===== config.mk =====
export PLATFORM = sky130hd
export DESIGN_NAME = rc4_ctrl
export DESIGN_NICKNAME = d
export VERILOG_FILES = /design/src/hw/rtl/rc4_pkg.sv /design/src/hw/rtl/rc4_ctrl.sv
export SDC_FILE = /design/constraint.sdc
export NUM_CORES = 1
export LEC_CHECK = 0
export BUFFER_PORTS_ARGS = -buffer_cell sky130_fd_sc_hd__clkbuf_2
export CORE_AREA = 5 5 42 44
export CTS_CLUSTER_DIAMETER = 50
export DETAILED_ROUTE_END_ITERATION = 10
export DIE_AREA = 0 0 47 49
export GPL_TIMING_DRIVEN = 0
export PLACE_DENSITY = 0.66
export SYNTH_ARGS = -nofsm -noshare
export SYNTH_HDL_FRONTEND = slang
export SYNTH_SLANG_ARGS = --single-unit
export TNS_END_PERCENT = 20

===== constraint.sdc =====
create_clock -name clk -period 5.1 [get_ports clk]
set_input_delay 1.02 -clock clk [delete_from_list [all_inputs] [get_ports clk]]
set_output_delay 1.02 -clock clk [all_outputs]
set_load 0.01 [all_outputs]

===== src/hw/rtl/rc4_pkg.sv =====
`default_nettype none

package rc4_pkg;

    localparam int KEY_BYTES  = 256;
    localparam int KEY_CNT_W  = 9;
    localparam int PERM_DEPTH = 256;

    typedef enum logic {
        CMD_KEY  = 1'b0,
        CMD_DATA = 1'b1
    } cmd_t;

    // Datapath step selected by the controller each cycle
    typedef enum logic [2:0] {
        STEP_NONE,
        STEP_DJ,    // data: tx back, read S[j+tx]
        STEP_DT,    // data: ty back, write S[i]=ty, read S[tx+ty]
        STEP_DO,    // data: write S[j]=tx, keystream ready
        STEP_KA,    // schedule: read S[n] and key[k], retire previous S[j]=t
        STEP_KB,    // schedule: j += key + t, read S[j]
        STEP_KC,    // schedule: write S[n]=S[j], advance n and k
        STEP_KF     // schedule: retire last S[j]=t
    } step_t;

    typedef struct packed {
        logic  start_data;
        logic  load_key;
        logic  sched_init;
        logic  out_load;
        step_t step;
    } ctrl_cmd_t;

    typedef struct packed {
        logic n_last;
    } dp_status_t;

endpackage

`default_nettype wire


===== src/hw/rtl/rc4_ctrl.sv =====
`default_nettype none

module rc4_ctrl
    import rc4_pkg::*;
(
    input  wire logic       clk,
    input  wire logic       rst_n,
    input  wire logic       in_valid,
    input  wire logic       in_cmd,
    input  wire logic       in_last,
    output logic            in_ready,
    output logic            out_valid,
    input  wire logic       out_ready,
    input  wire dp_status_t sts,
    output ctrl_cmd_t       ctl
);

    typedef enum logic [7:0] {
        ST_IDLE = 8'b0000_0001,
        ST_DJ   = 8'b0000_0010,
        ST_DT   = 8'b0000_0100,
        ST_DO   = 8'b0000_1000,
        ST_KA   = 8'b0001_0000,
        ST_KB   = 8'b0010_0000,
        ST_KC   = 8'b0100_0000,
        ST_KF   = 8'b1000_0000
    } state_t;

    state_t state_reg, state_next;
    logic   out_valid_reg, out_valid_next;
    logic   out_free, accept;

    assign out_free = !out_valid_reg || out_ready;
    assign in_ready = (state_reg == ST_IDLE) || ((state_reg == ST_DO) && out_free);
    assign accept   = in_valid && in_ready;

    always_comb
    begin
        ctl        = '{start_data: 1'b0, load_key: 1'b0, sched_init: 1'b0,
                       out_load: 1'b0, step: STEP_NONE};
        state_next = state_reg;
        unique case (state_reg)
            ST_IDLE: ;
            ST_DJ:
            begin
                ctl.step   = STEP_DJ;
                state_next = ST_DT;
            end
            ST_DT:
            begin
                ctl.step   = STEP_DT;
                state_next = ST_DO;
            end
            ST_DO:
            begin
                ctl.step = STEP_DO;
                if (out_free)
                begin
                    ctl.out_load = 1'b1;
                    state_next   = ST_IDLE;
                end
            end
            ST_KA:
            begin
                ctl.step   = STEP_KA;
                state_next = ST_KB;
            end
            ST_KB:
            begin
                ctl.step   = STEP_KB;
                state_next = ST_KC;
            end
            ST_KC:
            begin
                ctl.step   = STEP_KC;
                state_next = sts.n_last ? ST_KF : ST_KA;
            end
            ST_KF:
            begin
                ctl.step   = STEP_KF;
                state_next = ST_IDLE;
            end
            default: state_next = ST_IDLE;
        endcase

        // new word, taken in idle or while the previous result retires
        if (accept)
        begin
            if (in_cmd == CMD_DATA)
            begin
                ctl.start_data = 1'b1;
                state_next     = ST_DJ;
            end
            else
            begin
                ctl.load_key = 1'b1;
                if (in_last)
                begin
                    ctl.sched_init = 1'b1;
                    state_next     = ST_KA;
                end
                else
                    state_next = ST_IDLE;
            end
        end
    end

    always_comb
    begin
        out_valid_next = out_valid_reg;
        if (ctl.out_load)
            out_valid_next = 1'b1;
        else if (out_ready)
            out_valid_next = 1'b0;
    end

    always_ff @(posedge clk or negedge rst_n)
    begin
        if (!rst_n)
        begin
            state_reg     <= ST_IDLE;
            out_valid_reg <= 1'b0;
        end
        else
        begin
            state_reg     <= state_next;
            out_valid_reg <= out_valid_next;
        end
    end

    assign out_valid = out_valid_reg;

endmodule

`default_nettype wire


==> impl_metrics.ini <==
[status]
status = completed

[detailed_routing]
dr_wl_met2_um = 552
viasPerCell = 5.40
drtPass1Iterations = 4
drt_iter0_markers = 6
top_layer_used = met4
wl_met3_um = 85
final_antenna_net_count = 0
wirelength_um = 1240
drc = 0
met1_length_um = 561
post_drt_wl_per_cell_um = 13.1
routed-via-count = 513

[timing]
skew_ns = 0.00824
slew_violations = 0
rsz0062_at_grt = no
fmax_mhz = 325
worst_pin_slew_ns = 0.343
slew_headroom = 0.770
finalCritPeriodShare = 0.604
setup_violations = 0
fin_tns_setup_ns = 0
finalHoldViolations = 0
min_period_ns = 3.08

[synthesis]
synth_seq_cells = 9
synthTopCellsByArea = dfrtp_1, nor2_1, dfstp_2, nor4_4, inv_1
synth_enable_flop_cells = 0
syn_avg_cell_area_um2 = 9.70
synthArstFlopShare = 1.00
synth.distinct_cells = 33
syn-cell-area_um2 = 582
yosysTopAreaCell = dfrtp_1
seq_area_frac_synth = 0.389
syn_nets = 67
yosysWarnings = 0
synth_top_area_frac = 0.344
synthCells = 60
ys.flop_type = dfrtp_1
synthTopCellsByCount = dfrtp_1, nor2_1, inv_1, nand2_1, nor2b_1

[grt]
grt_pass1_vias = 479
track_usage = 0.123
globalRoute.totalOverflow = 0
grt_first_pass_wirelength_um = 2020
grt_max_degree = 10
antenna_found_initial = 0

[floorplan]
die_area_mm2 = 0.00230
row_count = 14
die_h_um = 49
coreArea_mm2 = 0.00140
pin_count = 16
fp.dieW_um = 47
initial_core_util = 0.415

[placement]
globalplace.congestion = 0.761
io_buffers = 15
dpl.hpwl_um = 944
place_area_um2 = 677
place_inst = 91

[clocking]
cts_resized = 0
cts_num_sinks = 9
clk_pin_slew_ns = 0.06
cts_tree = built
htree_levels = 1
ctsLongestPathBuffers = 2
holdBufCountCts = 0
cts_setup_buffers = 0
insertion_delay_ns = 0.27
cts-root-buf = clkbuf_4
numCtsBuffers = 3

[final_layout]
nets = 87
syn_to_final_growth_pct = 20.9
final_cell_count_no_fill = 95
post_route_cells_drive_above_1_share = 0.392
largest_reg_flops = 8
nFillCells = 151
design_area_um2 = 703
diodes = 0

[power_and_ir_drop]
p_per_area_mw_per_mm2 = 317
power.leakage_nw = 0.375
ir_worst_vdd_mv = 0.117

[critical_path]
worstPathRequired_ns = 4.08
worst-path-max-fanout = 5
end_kind = primary output
startpoint = out_ready
r2r_start = state_reg[1]
path_class = in2out
arrival_ns = 2.06
start_kind = input pin

[min_path]
min_from = state_reg[5]
hold_class = reg2reg

[job]
cap_violations = 0
[per-stage QoR]
stage	setup slack, ns	utilization	total power (W)	hold slack (ns)
global route	1.94	0.502	0.000239	0.583
detailed placement	2.01	0.483	0.000168	0.553
finish	2.02	0.502	0.000223	0.563
CTS	2.00	0.502	0.000226	0.568
floorplan	2.31	-	0.000146	0.530
global placement	2.03	0.483	0.000167	0.549
[power breakdown]
| group | switching, W | internal [W] | total [W] |
|---|---|---|---|
| sequential | 0.00000793 | 0.0000796 | 0.0000876 |
| clock | 0.0000265 | 0.0000302 | 0.0000567 |
| combinational | 0.0000392 | 0.0000394 | 0.0000786 |
[worst paths after layout]
| check | to | slack [ns] | cells past startpoint |
|---|---|---|---|
| worst max-delay path | ctl[6] | 2.02 | 7 |
| worst min-delay path | state_reg[5] | 0.56 | 2 |
| worst max register to register | state_reg[4] | 3.60 | 4 |
| worst min register to register | state_reg[5] | 0.56 | 2 |
| max in group asynchronous | state_reg[0] | 4.24 | 1 |
| min in group asynchronous | state_reg[2] | 0.60 | 1 |
[layout make-up]
class                   instances  area (um2)  share of cell area
multi-input cells              43         310               0.441
repair buffers                 15        75.1               0.107
clock buffers                   4        26.3              0.0374
flip-flops and latches          9         226               0.322
inverters                       5        18.8              0.0267
well taps                      16        20.0              0.0285
plain buffers                   3        26.3              0.0374
[layout by cell type, fill, tap and decap left out, types with 2 or more instances in the layout]
| cell | n |
|---|---|
| nand2_1 | 4 |
| buf_4 | 2 |
| inv_1 | 5 |
| o21ai_1 | 2 |
| clkbuf_4 | 3 |
| dfrtp_1 | 8 |
| nor2b_1 | 3 |
| clkbuf_2 | 15 |
| nand3_1 | 2 |
| o21ai_0 | 2 |
| nor2_1 | 8 |
[critical path: stages]
cell      delay (ns)
clkbuf_2        0.08
nand2b_1        0.18
and4_4          0.23
o21ai_2         0.23
nor2_1          0.07
buf_4           0.13
clkbuf_2        0.12
[layer usage]
layer  up-vias  global-route usage
met5         -                   0
met4         0              0.0968
met3         4              0.0295
met2        18               0.158
met1       238               0.169
li1        253                   -
[kinds of logic after synthesis]
family          share of synthesized area
flops                               0.389
simple gates                        0.351
buf+inv                            0.0774
compound gates                      0.168
xor+xnor                           0.0151
(Power assumes the default switching activity.)
